==> src/sv/vbd_pkg.sv <==
// video1 block decoder package: shared types, stream constants and color expansion
// used by vbd_ctrl, vbd_datapath and the video1_block_decoder top level
`timescale 1ns / 1ps
`default_nettype none

package vbd_pkg;

    // stream word decoding
    localparam logic [15:0] SKIP_MASK = 16'hFC00;
    localparam logic [15:0] SKIP_CODE = 16'h8400;
    localparam logic [7:0]  ALPHA_OPAQUE = 8'hFF;

    // configuration register indexes
    localparam logic CFG_WIDTH_IDX  = 1'b0;
    localparam logic CFG_HEIGHT_IDX = 1'b1;
    localparam int   CFG_DATA_W     = 9;

    // result kinds
    localparam logic KIND_PIXEL_ROW    = 1'b0;
    localparam logic KIND_END_OF_FRAME = 1'b1;

    // result payload widths
    localparam int PIXEL_ROW_W = 10;
    localparam int BLOCK_COL_W = 8;
    localparam int PIXEL_W     = 32;
    localparam int M_FIELDS_W  = PIXEL_ROW_W + BLOCK_COL_W + 4 * PIXEL_W;
    localparam int M_TDATA_W   = ((M_FIELDS_W + 7) / 8) * 8;

    typedef struct packed {
        logic       capture;
        logic       finish_frame;
        logic       start_skip;
        logic       skip_step;
        logic       store_mask;
        logic       store_first;
        logic       store_color;
        logic       advance_block;
        logic       load_row;
        logic       load_marker;
        logic       row_last;
        logic [1:0] row_sel;
    } dp_cmd_t;

    typedef struct packed {
        logic frame_finished;
        logic row_ge_h;
        logic wp_zero;
        logic wp_one;
        logic wp_two;
        logic wp_eight;
        logic eight_mode;
        logic word_is_skip;
        logic word_is_fill;
        logic col_ge_w;
        logic skip_ends_frame;
        logic block_ends_frame;
        logic slot_free;
    } dp_status_t;

    // rgb555 to argb8888, low bits of each channel zero
    function automatic logic [31:0] expand555(input logic [14:0] c);
        expand555 = {ALPHA_OPAQUE, c[14:10], 3'b000, c[9:5], 3'b000, c[4:0], 3'b000};
    endfunction

endpackage

`default_nettype wire

==> src/sv/video1_block_decoder.sv <==
// a word is captured in ST_IDLE and decoded in ST_DECODE; a block's rows are then
// loaded into the output register from ST_EMIT, one row per cycle unless m_tready stalls.
// s_tready is high only in ST_IDLE, so no new word is taken until the last one has
// been decoded and its rows, end-of-frame marker or skip row wraps are done.
// reset: aresetn low clears parser, cursor, output valid and sets geometry to 80x60.
// video1 block decoder top level: joins vbd_ctrl and vbd_datapath, depends on vbd_pkg
`timescale 1ns / 1ps
`default_nettype none

module video1_block_decoder
    import vbd_pkg::*;
#(
    parameter int MAX_BLOCK_COLUMNS = 256,
    parameter int MAX_BLOCK_ROWS    = 256
) (
    input  wire logic                  aclk,
    input  wire logic                  aresetn,
    // config write port
    input  wire logic                  cfg_wr_en,
    input  wire logic                  cfg_addr,
    input  wire logic [CFG_DATA_W-1:0] cfg_wdata,
    // input stream
    input  wire logic                  s_tvalid,
    output logic                       s_tready,
    input  wire logic [15:0]           s_tdata,  // code_word
    input  wire logic                  s_tuser,  // frame_start
    // result stream
    output logic                       m_tvalid,
    input  wire logic                  m_tready,
    // pixel_row, block_column, pixel_a, pixel_b, pixel_c, pixel_d, zero pad
    output logic [M_TDATA_W-1:0]       m_tdata,
    output logic                       m_tuser,  // kind
    output logic                       m_tlast
);

    dp_cmd_t    cmd;
    dp_status_t status;

    vbd_ctrl u_ctrl (
        .aclk     (aclk),
        .aresetn  (aresetn),
        .s_tvalid (s_tvalid),
        .s_tready (s_tready),
        .status   (status),
        .cmd      (cmd)
    );

    vbd_datapath #(
        .MAX_BLOCK_COLUMNS (MAX_BLOCK_COLUMNS),
        .MAX_BLOCK_ROWS    (MAX_BLOCK_ROWS)
    ) u_datapath (
        .aclk      (aclk),
        .aresetn   (aresetn),
        .s_tdata   (s_tdata),
        .s_tuser   (s_tuser),
        .cfg_wr_en (cfg_wr_en),
        .cfg_addr  (cfg_addr),
        .cfg_wdata (cfg_wdata),
        .cmd       (cmd),
        .status    (status),
        .m_tvalid  (m_tvalid),
        .m_tready  (m_tready),
        .m_tdata   (m_tdata),
        .m_tuser   (m_tuser),
        .m_tlast   (m_tlast)
    );

endmodule

`default_nettype wire

==> src/sv/vbd_ctrl.sv <==
// video1 block decoder controller: word parser and result sequencing state machine
// depends on vbd_pkg for the command and status structs
`timescale 1ns / 1ps
`default_nettype none

module vbd_ctrl
    import vbd_pkg::*;
(
    input  wire logic       aclk,
    input  wire logic       aresetn,
    input  wire logic       s_tvalid,
    output logic            s_tready,
    input  wire dp_status_t status,
    output dp_cmd_t         cmd
);

    localparam logic [2:0] ST_IDLE   = 3'd0;
    localparam logic [2:0] ST_DECODE = 3'd1;
    localparam logic [2:0] ST_SKIP   = 3'd2;
    localparam logic [2:0] ST_EMIT   = 3'd3;
    localparam logic [2:0] ST_MARKER = 3'd4;

    logic [2:0] state_reg, state_next;
    logic [1:0] row_cnt_reg, row_cnt_next;

    assign s_tready = (state_reg == ST_IDLE);

    always_comb begin
        state_next   = state_reg;
        row_cnt_next = row_cnt_reg;
        cmd          = '0;
        cmd.row_sel  = row_cnt_reg;

        unique case (state_reg)
            ST_IDLE: begin
                if (s_tvalid) begin
                    cmd.capture = 1'b1;
                    state_next  = ST_DECODE;
                end
            end
            ST_DECODE: begin
                row_cnt_next = 2'd0;
                if (status.frame_finished) begin
                    state_next = ST_IDLE;
                end else if (status.row_ge_h) begin
                    // height shrank under the cursor
                    cmd.finish_frame = 1'b1;
                    state_next       = ST_MARKER;
                end else if (status.wp_zero) begin
                    if (status.word_is_skip) begin
                        cmd.start_skip = 1'b1;
                        state_next     = ST_SKIP;
                    end else if (status.word_is_fill) begin
                        state_next = ST_EMIT;
                    end else begin
                        cmd.store_mask = 1'b1;
                        state_next     = ST_IDLE;
                    end
                end else if (status.wp_one) begin
                    cmd.store_first = 1'b1;
                    state_next      = ST_IDLE;
                end else begin
                    cmd.store_color = 1'b1;
                    if ((status.wp_two && !status.eight_mode) || status.wp_eight) begin
                        state_next = ST_EMIT;
                    end else begin
                        state_next = ST_IDLE;
                    end
                end
            end
            ST_SKIP: begin
                // one row wrap per cycle
                if (status.col_ge_w) begin
                    cmd.skip_step = 1'b1;
                    if (status.skip_ends_frame) begin
                        state_next = ST_MARKER;
                    end
                end else begin
                    state_next = ST_IDLE;
                end
            end
            ST_EMIT: begin
                if (status.slot_free) begin
                    cmd.load_row = 1'b1;
                    row_cnt_next = row_cnt_reg + 2'd1;
                    if (row_cnt_reg == 2'd3) begin
                        cmd.row_last      = !status.block_ends_frame;
                        cmd.advance_block = 1'b1;
                        state_next = status.block_ends_frame ? ST_MARKER : ST_IDLE;
                    end
                end
            end
            ST_MARKER: begin
                if (status.slot_free) begin
                    cmd.load_marker = 1'b1;
                    state_next      = ST_IDLE;
                end
            end
            default: begin
                state_next = ST_IDLE;
            end
        endcase
    end

    always_ff @(posedge aclk) begin
        if (!aresetn) begin
            state_reg   <= ST_IDLE;
            row_cnt_reg <= 2'd0;
        end else begin
            state_reg   <= state_next;
            row_cnt_reg <= row_cnt_next;
        end
    end

endmodule

`default_nettype wire

==> src/sv/vbd_datapath.sv <==
// video1 block decoder datapath: parser state, color store, block cursor, output register
// depends on vbd_pkg; driven by vbd_ctrl through dp_cmd_t
`timescale 1ns / 1ps
`default_nettype none

module vbd_datapath
    import vbd_pkg::*;
#(
    parameter int MAX_BLOCK_COLUMNS = 256,
    parameter int MAX_BLOCK_ROWS    = 256
) (
    input  wire logic                  aclk,
    input  wire logic                  aresetn,
    input  wire logic [15:0]           s_tdata,
    input  wire logic                  s_tuser,
    input  wire logic                  cfg_wr_en,
    input  wire logic                  cfg_addr,
    input  wire logic [CFG_DATA_W-1:0] cfg_wdata,
    input  wire dp_cmd_t               cmd,
    output dp_status_t                 status,
    output logic                       m_tvalid,
    input  wire logic                  m_tready,
    output logic [M_TDATA_W-1:0]       m_tdata,
    output logic                       m_tuser,
    output logic                       m_tlast
);

    localparam int CW = $clog2(MAX_BLOCK_COLUMNS + 1024);
    localparam int WW = $clog2(MAX_BLOCK_COLUMNS + 1);
    localparam int HW = $clog2(MAX_BLOCK_ROWS + 1);
    localparam int PW = (HW > 8) ? HW : 8;

    logic [CFG_DATA_W-1:0] width_reg, height_reg;
    logic [15:0]           word_reg;
    logic [3:0]            wp_reg;
    logic [15:0]           mask_reg;
    logic [7:0][14:0]      color_reg;
    logic                  mode_reg;
    logic [CW-1:0]         col_reg;
    logic [HW-1:0]         row_reg;
    logic                  finished_reg;

    logic                  out_valid_reg;
    logic                  out_kind_reg;
    logic                  out_last_reg;
    logic [M_TDATA_W-1:0]  out_data_reg;

    logic [WW-1:0] w_eff;
    logic [HW-1:0] h_eff;
    logic [CW-1:0] col_inc;
    logic          col_wrap;
    logic [HW:0]   row_inc;
    logic          row_ends;
    logic [PW-1:0] row_base;
    logic [2:0]    wr_idx;
    logic          slot_free;
    logic [PIXEL_W-1:0] px [4];
    logic [M_TDATA_W-1:0] row_data;

    // geometry clamp: zero acts as one, oversize saturates
    always_comb begin
        if (width_reg == '0) begin
            w_eff = WW'(1);
        end else if (32'(width_reg) > 32'(MAX_BLOCK_COLUMNS)) begin
            w_eff = WW'(MAX_BLOCK_COLUMNS);
        end else begin
            w_eff = WW'(width_reg);
        end
        if (height_reg == '0) begin
            h_eff = HW'(1);
        end else if (32'(height_reg) > 32'(MAX_BLOCK_ROWS)) begin
            h_eff = HW'(MAX_BLOCK_ROWS);
        end else begin
            h_eff = HW'(height_reg);
        end
    end

    assign col_inc   = col_reg + CW'(1);
    assign col_wrap  = (col_inc >= CW'(w_eff));
    assign row_inc   = {1'b0, row_reg} + (HW + 1)'(1);
    assign row_ends  = (row_inc >= {1'b0, h_eff});
    assign row_base  = PW'(h_eff) - PW'(row_reg) - PW'(1);
    assign wr_idx    = 3'(wp_reg - 4'd1);
    assign slot_free = !out_valid_reg || m_tready;

    always_comb begin
        status.frame_finished   = finished_reg;
        status.row_ge_h         = (row_reg >= h_eff);
        status.wp_zero          = (wp_reg == 4'd0);
        status.wp_one           = (wp_reg == 4'd1);
        status.wp_two           = (wp_reg == 4'd2);
        status.wp_eight         = (wp_reg == 4'd8);
        status.eight_mode       = mode_reg;
        status.word_is_skip     = ((word_reg & SKIP_MASK) == SKIP_CODE);
        status.word_is_fill     = word_reg[15];
        status.col_ge_w         = (col_reg >= CW'(w_eff));
        status.skip_ends_frame  = row_ends;
        status.block_ends_frame = col_wrap && row_ends;
        status.slot_free        = slot_free;
    end

    // pixel row select: mask rows run bottom-up, fill uses the first word
    always_comb begin
        logic [1:0] g;
        logic [1:0] xb;
        logic       mbit;
        logic [2:0] sel;
        g = ~cmd.row_sel;
        for (int x = 0; x < 4; x++) begin
            xb   = 2'(x);
            mbit = mask_reg[{g, xb}];
            sel  = mode_reg ? {g[1], xb[1], ~mbit} : {2'b00, ~mbit};
            if (wp_reg == 4'd0) begin
                px[x] = expand555(word_reg[14:0]);
            end else begin
                px[x] = expand555(color_reg[sel]);
            end
        end
        row_data = M_TDATA_W'({px[3], px[2], px[1], px[0], col_reg[7:0],
                               row_base[7:0], cmd.row_sel});
    end

    // parser and cursor state
    always_ff @(posedge aclk) begin
        if (!aresetn) begin
            width_reg    <= CFG_DATA_W'(80);
            height_reg   <= CFG_DATA_W'(60);
            wp_reg       <= 4'd0;
            mask_reg     <= 16'd0;
            mode_reg     <= 1'b0;
            col_reg      <= '0;
            row_reg      <= '0;
            finished_reg <= 1'b0;
        end else begin
            if (cfg_wr_en) begin
                unique case (cfg_addr)
                    CFG_WIDTH_IDX:  width_reg  <= cfg_wdata;
                    CFG_HEIGHT_IDX: height_reg <= cfg_wdata;
                    default: ;
                endcase
            end
            if (cmd.capture && s_tuser) begin
                wp_reg       <= 4'd0;
                mask_reg     <= 16'd0;
                mode_reg     <= 1'b0;
                col_reg      <= '0;
                row_reg      <= '0;
                finished_reg <= 1'b0;
            end
            if (cmd.finish_frame) begin
                finished_reg <= 1'b1;
                wp_reg       <= 4'd0;
            end
            if (cmd.start_skip) begin
                col_reg <= col_reg + CW'(word_reg[9:0]);
            end
            if (cmd.skip_step) begin
                col_reg <= col_reg - CW'(w_eff);
                row_reg <= row_inc[HW-1:0];
                if (row_ends) begin
                    finished_reg <= 1'b1;
                end
            end
            if (cmd.store_mask) begin
                mask_reg <= word_reg;
                wp_reg   <= 4'd1;
            end
            if (cmd.store_first) begin
                mode_reg <= word_reg[15];
                wp_reg   <= 4'd2;
            end
            if (cmd.store_color) begin
                wp_reg <= wp_reg + 4'd1;
            end
            if (cmd.advance_block) begin
                wp_reg <= 4'd0;
                if (col_wrap) begin
                    col_reg <= '0;
                    row_reg <= row_inc[HW-1:0];
                    if (row_ends) begin
                        finished_reg <= 1'b1;
                    end
                end else begin
                    col_reg <= col_inc;
                end
            end
        end
    end

    // payload registers
    always_ff @(posedge aclk) begin
        if (cmd.capture) begin
            word_reg <= s_tdata;
        end
        if (cmd.store_first) begin
            color_reg[0] <= word_reg[14:0];
        end
        if (cmd.store_color) begin
            color_reg[wr_idx] <= word_reg[14:0];
        end
        if (cmd.load_row) begin
            out_data_reg <= row_data;
            out_kind_reg <= KIND_PIXEL_ROW;
            out_last_reg <= cmd.row_last;
        end else if (cmd.load_marker) begin
            out_data_reg <= '0;
            out_kind_reg <= KIND_END_OF_FRAME;
            out_last_reg <= 1'b1;
        end
    end

    always_ff @(posedge aclk) begin
        if (!aresetn) begin
            out_valid_reg <= 1'b0;
        end else if (cmd.load_row || cmd.load_marker) begin
            out_valid_reg <= 1'b1;
        end else if (m_tready) begin
            out_valid_reg <= 1'b0;
        end
    end

    assign m_tvalid = out_valid_reg;
    assign m_tdata  = out_data_reg;
    assign m_tuser  = out_kind_reg;
    assign m_tlast  = out_last_reg;

endmodule

`default_nettype wire
==> config.mk <==
export PLATFORM = sky130hd
export DESIGN_NAME = video1_block_decoder
export DESIGN_NICKNAME = d
export VERILOG_FILES = /design/src/sv/vbd_pkg.sv /design/src/sv/video1_block_decoder.sv /design/src/sv/vbd_ctrl.sv /design/src/sv/vbd_datapath.sv
export SDC_FILE = /design/constraint.sdc
export NUM_CORES = 1
export LEC_CHECK = 0
export BUFFER_PORTS_ARGS = -buffer_cell sky130_fd_sc_hd__buf_2
export CORE_MARGIN = 2
export CORE_UTILIZATION = 63
export DETAILED_ROUTE_END_ITERATION = 6
export PLACE_DENSITY_LB_ADDON = 0.15
export SYNTH_ARGS = -nofsm -noshare
export SYNTH_HDL_FRONTEND = slang
export SYNTH_SLANG_ARGS = --single-unit
==> constraint.sdc <==
create_clock -name aclk -period 13.9 [get_ports aclk]
set_input_delay 0.695 -clock aclk [delete_from_list [all_inputs] [get_ports aclk]]
set_output_delay 0.695 -clock aclk [all_outputs]
set_load 0.03 [all_outputs]
==> results.md, run 1 <==
- Status: complete, no violations
- Post-CTS resize count: 0
- Synth Area in XOR/XNOR: 0.0179
- Top cell type's share of synthesized area: 0.397
- Register Area: 7680 sq um
- DR DRC count: 0
- Hold Crit Depth: 1
- Crit. End Element: flip-flop
- Clk slew on worst S/H paths: 0.06 ns
- Post-DP HPWL: 25.8 mm
- Fill cells: 1709
- Full die area: 25400 sq um
- Synth area leaders: edfxtp_1 40%, dfxtp_1 11%, mux4_2 7.3%, nand2_1 5.2%, ha_1 5.0%
- Worst slew pin tran: 1.31 ns
- Mux contribution to synthesized area: 0.118
- Setup_tns: 0 ns
- Max clock buf depth: 3
- RSZ-0062 raised after global routing: false
- CTS H-tree lvls: 1
- Cts bufs inserted: 29
- Synth Instances: 1373
- IO Port Bufs: 145
- Routed WL: 36.2 mm
- Iteration-0 DRC Markers: 1195
- Final Hold Vio Count: 0
- Largest register FFs: 120
- Hold-fix buffers, CTS: 0
- Clk_lat worst skew: 0.55 ns
- Syn. warnings: 0
- # rows: 56
- Final cycle utilization of the critical path: 0.286
- Post-CTS Setup Inserts: 0
- Vias: 10961
- CP arrival: 4.13 ns
- Post-synthesis compound-gate area fraction: 0.116
- Placed cell areas: 15700 sq um
- Worst Path Required: 14.05 ns
- Via density: 6.11
- Avg Cell Area, Syn: 11.1 sq um
- WS Path Type: reg2reg
- Post-synth top flop: edfxtp_1
- Die X: 159 microns
- Slew HR: 0.126
- Startpoint Class: flip-flop
- ANT nets after route: 0
- Reg2reg path depth: 11
- P&R area growth vs syn: 9.15%
- Clk sinks: 283
- Avg WL per Cell: 20.2 microns
- Final Critical Period: 3.98 ns
- Gr usage total: 0.281
- # IOs: 188
- Die height: 159 microns
- Fraction of the mapped netlist area in simple logic gates: 0.121
- Finished Cell Area: 16600 sq um
- Pwr Density: 125 nW/um^2
- TritonCTS clock tree: built
- Distinct cells, synth: 71
- Worst hold path class: in2reg
- Layout Nets: 1549
- Largest net degree at the start of global routing: 93
- First-pass GRT wire length: 56.3 mm
- Max-cap violation count: 0
- Maximum vdd drop: 117 uV
- Total iterations of the first detailed-routing run: 5
- Post-Syn Area: 15200 sq um
- Initial core utilization: 0.644
- Synth Area in Adders: 0.0541
- Worst Clk Skew: 0.0154 ns
- Most area-hungry cell type in the Yosys netlist: edfxtp_1
- Grt ovf: 0
- Post-synth EDFFs: 201
- Number of synthesized register bits: 283
- Vias in the first global route: 10161
- Main combinational cell family by area after synthesis: simple AND/OR/NAND/NOR gates
- Sequential share of the synthesized area: 0.505
- Count leader, synth: nand2_1
- Core ar.: 23600 sq um
- Crit-path max FO: 15
- Multi-input gate area: 6690 sq um
- Post-synth top cells: 211 x nand2_1, 201 x edfxtp_1, 132 x a21oi_1
- Post-synth ARST share: 0
- Routability cong.: 0.900
- Leak pwr: 0.00634 uW
- Slew Limit Fails: 0
- Root Buffer: clkbuf_16
- Max Fclk: 251 MHz
- Final setup violation count: 0
- Antenna violations before repair: 0
- Share of cells above drive strength 1: 0.197
- N_diodes: 0
==> where the power goes <==
group	switching, uW	leakage (uW)	internal, uW
registers	64.8	0.00261	961
logic	194	0.00329	107
clock network	316	0.000449	425
==> final timing paths <==
path | startpoint | to | slack (ns)
min | s_tdata[2] | u_datapath.word_reg[2] | 0.33
min reg2reg | u_datapath.height_reg[0] | u_datapath.height_reg[0] | 0.46
max | u_datapath.height_reg[4] | u_datapath.color_reg[21] | 9.92
max reg2reg | u_datapath.height_reg[4] | u_datapath.color_reg[21] | 9.92
==> kinds of logic after synthesis <==
| logic type | Yosys count |
|---|---|
| simple gates | 410 |
| mux | 116 |
| flops | 283 |
| xor+xnor | 31 |
| fa+ha+maj | 64 |
| compound gates | 288 |
| buf+inv | 180 |
| other cells | 1 |
==> critical path: stages (launching register included) <==
cell and delay, ns:
dfxtp_1 0.32, nor4_1 0.32, a21oi_1 0.12, nor2_1 0.21, ha_1 0.29, nor2b_1 0.12
o21ai_0 0.11, a211o_1 0.38, a21oi_4 0.27, o31a_2 0.26, nand2_1 0.16, nor2_1 1.02
==> metal layers <==
layer  up-vias  wire length, microns  track usage
met2       657                 15700        0.422
met4         0                  1030       0.0826
met3        60                  3770       0.0469
met1      5158                 15700        0.423
li1       5086                     -            -
met5         -                     0            0
==> cell usage in the layout, fill, tap and decap left out, types with 17 or more instances in the layout <==
cell type,instances
xor2_1,17
nand2_1,210
buf_2,145
inv_1,31
o211ai_1,17
ha_1,61
mux2i_1,51
conb_1,42
mux4_2,49
dfxtp_1,80
nand3_1,44
o21ai_0,48
nor2_1,67
clkbuf_16,29
edfxtp_1,201
a21oi_1,132
==> metrics by stage <==
stage	cells	hold slack, ns	util	worst slack [ns]	power, uW
finish	1794	0.328	0.703	9.92	2070
global route	1794	0.315	0.703	9.61	2140
CTS	1793	0.313	0.702	9.86	2070
detailed placement	1740	0.450	0.664	9.92	1330
global placement	1740	0.448	0.664	10.06	1320
floorplan	1414	0.436	-	9.08	1270
==> final cells by class <==
type,count,share of cell area
inverter,33,0.00746
timing repair buffer,155,0.0485
clock buffer,38,0.0464
tap,319,0.0241
clock inverter,15,0.00761
multi-input combinational,951,0.403
sequential,283,0.463
Note: power is estimated with default switching activity, not from simulation.
==> run 2, diff against run 1 <==
CORE_UTILIZATION = 53   (was 63)
clock period = 3.65 ns   (was 13.9 ns; I/O delays follow)
==> run 2 against run 1 <==
  * Total power increased to 4.1 times the previous value
  * Fmax grew 21%
  * Sequential share of layout area fell by 2.0 points
  * Wire length down 1.6%
  * Cell count is 6.6% higher
  * Worst setup slack worse by 9.6 ns
  * Combinational power increased to 4.1 times the previous value
  * Critical endpoint is now u_datapath.col_reg[6]
  * Largest power group unchanged
  * Highest routed layer unchanged
==> results.md, run 2 (synthesis results as in run 1) <==
- Status: complete, no violations
- Multi-input gate area: 6700 sq um
- Leak pwr: 0.00666 uW
- Root Buffer: clkbuf_16
- # rows: 62
- Most common cell after layout, fill and taps aside: nand2_1
- P&R area growth vs syn: 14.0%
- ANT nets after route: 0
- Antenna violations before repair: 0
- Largest net degree at the start of global routing: 93
- Max Fclk: 303 MHz
- Crit. End Element: flip-flop
- Total iterations of the first detailed-routing run: 5
- Pwr Density: 485 nW/um^2
- DR DRC count: 0
- Die height: 173 microns
- TritonCTS clock tree: built
- Layout Nets: 1599
- Core ar.: 28500 sq um
- Vias: 10759
- Worst slew pin tran: 0.845 ns
- Die X: 173 microns
- Finished Cell Area: 17300 sq um
- Share of cells above drive strength 1: 0.209
- WS Path Type: reg2reg
- Initial core utilization: 0.534
- Final Critical Period: 3.30 ns
- # IOs: 188
- Max clock buf depth: 3
- Final Hold Vio Count: 0
- Worst hold path class: in2reg
- Register Area: 7680 sq um
- Clk_lat worst skew: 0.57 ns
- Crit-path max FO: 6
- Slew Limit Fails: 0
- Via density: 5.63
- Worst Clk Skew: 0.0146 ns
- Fill cells: 2322
- Largest register FFs: 120
- Routability cong.: 0.881
- Worst Path Required: 4.14 ns
- Startpoint Class: flip-flop
- Maximum vdd drop: 437 uV
- Full die area: 30100 sq um
- Final cycle utilization of the critical path: 0.903
- Iteration-0 DRC Markers: 747
- Post-DP HPWL: 24.7 mm
- Final setup violation count: 0
- Slew HR: 0.436
- Most frequent cells in the layout: 210 x nand2_1, 201 x edfxtp_1, 145 x buf_2, 132 x a21oi_1, 80 x dfxtp_1
- Avg WL per Cell: 18.6 microns
- Gr usage total: 0.235
- Placed cell areas: 16000 sq um
- IO Port Bufs: 145
- CP arrival: 3.78 ns
- CTS H-tree lvls: 1
- First-pass GRT wire length: 56.3 mm
- Vias in the first global route: 10291
- Grt ovf: 0
- Max-cap violation count: 0
- Setup_tns: 0 ns
- N_diodes: 0
- Routed WL: 35.6 mm
- RSZ-0062 raised after global routing: false
- Clk slew on worst S/H paths: 0.06 ns
- Cts bufs inserted: 31
- Clk sinks: 283
## run 2: final cells by class
cell class | count | area share
multi-input combinational | 951 | 0.386
inverter | 33 | 0.00714
timing repair buffer | 203 | 0.0729
clock inverter | 20 | 0.0167
sequential | 283 | 0.443
clock buffer | 38 | 0.0463
tap | 384 | 0.0277
## run 2: per-stage QoR
| stage | util | instances | hold WS, ns | power [uW] | setup slack (ns) |
|---|---|---|---|---|---|
| 6_report | 0.609 | 1912 | 0.0292 | 8410 | 0.354 |
| 5_1_grt | 0.609 | 1912 | 0.0193 | 8740 | 0.116 |
| 4_1_cts | 0.609 | 1912 | 0.00283 | 8470 | 0.221 |
| 3_5_place_dp | 0.561 | 1828 | 0.364 | 5120 | 0.209 |
| 3_3_place_gp | 0.561 | 1828 | 0.361 | 5090 | 0.351 |
| 2_1_floorplan | - | 1414 | 0.281 | 4820 | -0.0116 |
## run 2: final timing paths
kind	start	to	slack, ns	cells after the start
worst min-delay path	aresetn	u_datapath.height_reg[5]	0.03	2
worst max-delay path	u_datapath.col_reg[0]	u_datapath.col_reg[6]	0.35	12
worst max register to register	u_datapath.col_reg[0]	u_datapath.col_reg[6]	0.35	12
worst min register to register	u_datapath.width_reg[0]	u_datapath.width_reg[0]	0.46	2
## run 2: where the power goes
group / switching (uW) / internal (uW) / leakage [uW]
Sequential: 217 / 3660 / 0.00261
Clock: 1270 / 2060 / 0.000537
Combinational: 761 / 456 / 0.00351
Total: 2240 / 6170 / 0.00666
## run 2: timing repair
| action | in CTS | in global routing |
|---|---|---|
| hold buffers | 26 | 0 |
| resized for setup | 0 | 1 |
| setup buffers | 0 | 0 |
| endpoints found under the setup margin | 0 | 2 |
| endpoints found under the hold margin | 34 | 0 |
## run 2: critical path: stages (launching register included)
cell	delay, ns
dfxtp_1	0.42
ha_1	0.26
nand3_1	0.14
nor2_1	0.20
and3_1	0.19
xor2_1	0.21
ha_1	0.32
o21ai_0	0.09
nor2_1	0.09
a2111oi_4	0.50
and2_0	0.47
a22oi_1	0.16
a31oi_1	0.17
## run 2: metal layers
layer  global-route usage  vias to the layer above  share of wire
met5                    0                        -              0
met1                0.319                     5183           0.45
li1                     -                     5191              -
met3               0.0331                       57          0.055
met4               0.0678                        0          0.027
met2                0.395                      328           0.47
==> run 3, diff against run 2 <==
clock period = 2.85 ns   (was 3.65 ns; I/O delays follow)
==> run 3 against run 2 <==
  * The run now ends with setup timing left
  * Clock skew fell by 0.0045 ns
  * Cell count is 4.6% higher
  * First-iteration DRC count shrank 11%
==> results.md, run 3 (synthesis results as in run 1) <==
- Worst hold margin: 0.119 ns
- Die X: 173 microns
- Finished Cell Area: 18400 sq um
- Placed cell areas: 16600 sq um
- Die height: 173 microns
- Vias in the first global route: 10693
- Fill cells: 2236
- Final cycle utilization of the critical path: 1.02
- First-pass GRT wire length: 56.8 mm
- Largest net degree at the start of global routing: 93
- Slowest stage cell, crit path: a211o_1
- Pwr Density: 576 nW/um^2
- Slew Limit Fails: 0
- Total iterations of the first detailed-routing run: 5
- Root Buffer: clkbuf_16
- Startpoint Class: flip-flop
- CP arrival: 3.15 ns
- Worst Path Required: 3.11 ns
- Slew HR: 0.458
- Final setup violation count: 15
- Leak pwr: 0.00712 uW
- Share of cells above drive strength 1: 0.277
- Most frequent cells in the layout: 207 x nand2_1, 201 x edfxtp_1, 145 x buf_2, 130 x a21oi_1, 96 x buf_4
- TritonCTS clock tree: built
- Failing checks: setup timing
- Worst Clk Skew: 0.0101 ns
- Worst slew pin tran: 0.814 ns
- Routability cong.: 0.939
- Cts bufs inserted: 30
- DR DRC count: 0
- Post-DP HPWL: 25.4 mm
- Max clock buf depth: 3
- Maximum vdd drop: 488 uV
- Via density: 5.56
- Gr usage total: 0.236
- Most common cell after layout, fill and taps aside: nand2_1
- Antenna violations before repair: 0
- Clk sinks: 283
- P&R area growth vs syn: 21.1%
- IO Port Bufs: 145
- # rows: 62
- Register Area: 7690 sq um
- Setup_tns: -0.360 ns
- Final Util: 0.647
- Max Fclk: 345 MHz
- WS Path Type: reg2reg
- Status: finished with violations
- Final Critical Period: 2.89 ns
- Core ar.: 28500 sq um
- Full die area: 30100 sq um
- Ordered cell list for the critical path: nor4_2, a21oi_1, nor2_1, ha_1, nor2b_4, o21ai_2, a211o_1, a21oi_4, o31a_4, nand2_4, nor3_4, clkbuf_16
- Crit. End Element: flip-flop
- Final Hold Vio Count: 0
- Grt ovf: 0
- Routed WL: 36.6 mm
- Iteration-0 DRC Markers: 668
- Clk slew on worst S/H paths: 0.06 ns
- Crit-path max FO: 7
- CTS H-tree lvls: 1
- ANT nets after route: 0
- Worst R2R Setup Slack: -0.04 ns
- # IOs: 188
- Multi-input gate area: 7030 sq um
- RSZ-0062 raised after global routing: true
- Max-cap violation count: 0
- Clk_lat worst skew: 0.55 ns
- Layout Nets: 1688
- Setup WS pre-CTS: -0.0745 ns
- Avg WL per Cell: 18.3 microns
- Vias: 11120
- Max stage delay on crit path: 0.33 ns
- Initial core utilization: 0.534
- Largest register FFs: 120
- Worst hold path class: in2reg
- Setup ws final: -0.0445 ns
-- run 3: changes by cell type in the layout (fill, tap and decap cells not counted), sizes merged --
cell / previous run / this run
buf: 177 / 258
dlygate4sd3: 26 / 33
clkinv: 13 / 9
bufinv: 7 / 4
clkbuf: 38 / 40
clkinvlp: 1 / 3
inv: 32 / 34
diode: 0 / 1
-- run 3: per-stage QoR --
step	instances	power [uW]
floorplan	1414	6190
global placement	1898	6610
detailed placement	1898	6650
CTS	1988	10600
global route	1999	11000
finish	2000	10600
-- run 3: worst max-delay path: cells and delay by family (launching register included) --
family	cells	cell delay, ns
AO/OA/AOI/OAI	5	0.87
AND/OR/NAND/NOR	5	0.91
flip-flops	1	0.32
adder cells (fa/ha/maj)	1	0.30
buffers and inverters	1	0.21
-- run 3: repair_timing --
action                                  4_1_cts  5_1_grt
cloned                                        0        3
hold buffers                                 33        0
gates resized for setup                       8       76
setup buffers                                 2        9
endpoints found under the setup margin        9      145
pin swaps                                     5       26
endpoints found under the hold margin        36        0
-- run 3: where the power goes --
group,internal (uW),leakage [uW],switching [uW]
Sequential,4680,0.00261,227
Combinational,710,0.00403,1090
Clock,2350,0.000480,1560
-- run 3: layout make-up --
cell class                 instances  area share
inverter                          33     0.00693
clock buffer                      38      0.0435
clock inverter                    17      0.0104
sequential                       283       0.418
antenna                            1    0.000136
tap                              384      0.0261
timing repair buffer             293       0.114
multi-input combinational        951       0.381
-- run 3: metal layers --
layer | track usage | wire [microns] | share of wire
met4 | 0.0519 | 587 | 0.016
met1 | 0.316 | 16100 | 0.44
met2 | 0.410 | 18000 | 0.49
met3 | 0.0344 | 1940 | 0.053
met5 | 0 | 0 | 0
-- run 3: final timing paths --
kind,start,cells after the start,endpoint
setup reg to reg,u_datapath.height_reg[4],12,u_datapath.color_reg[104]
hold / removal,cfg_wr_en,4,u_datapath.width_reg[2]
setup / recovery,u_datapath.height_reg[4],12,u_datapath.color_reg[104]
hold reg to reg,u_datapath.height_reg[0],2,u_datapath.height_reg[0]
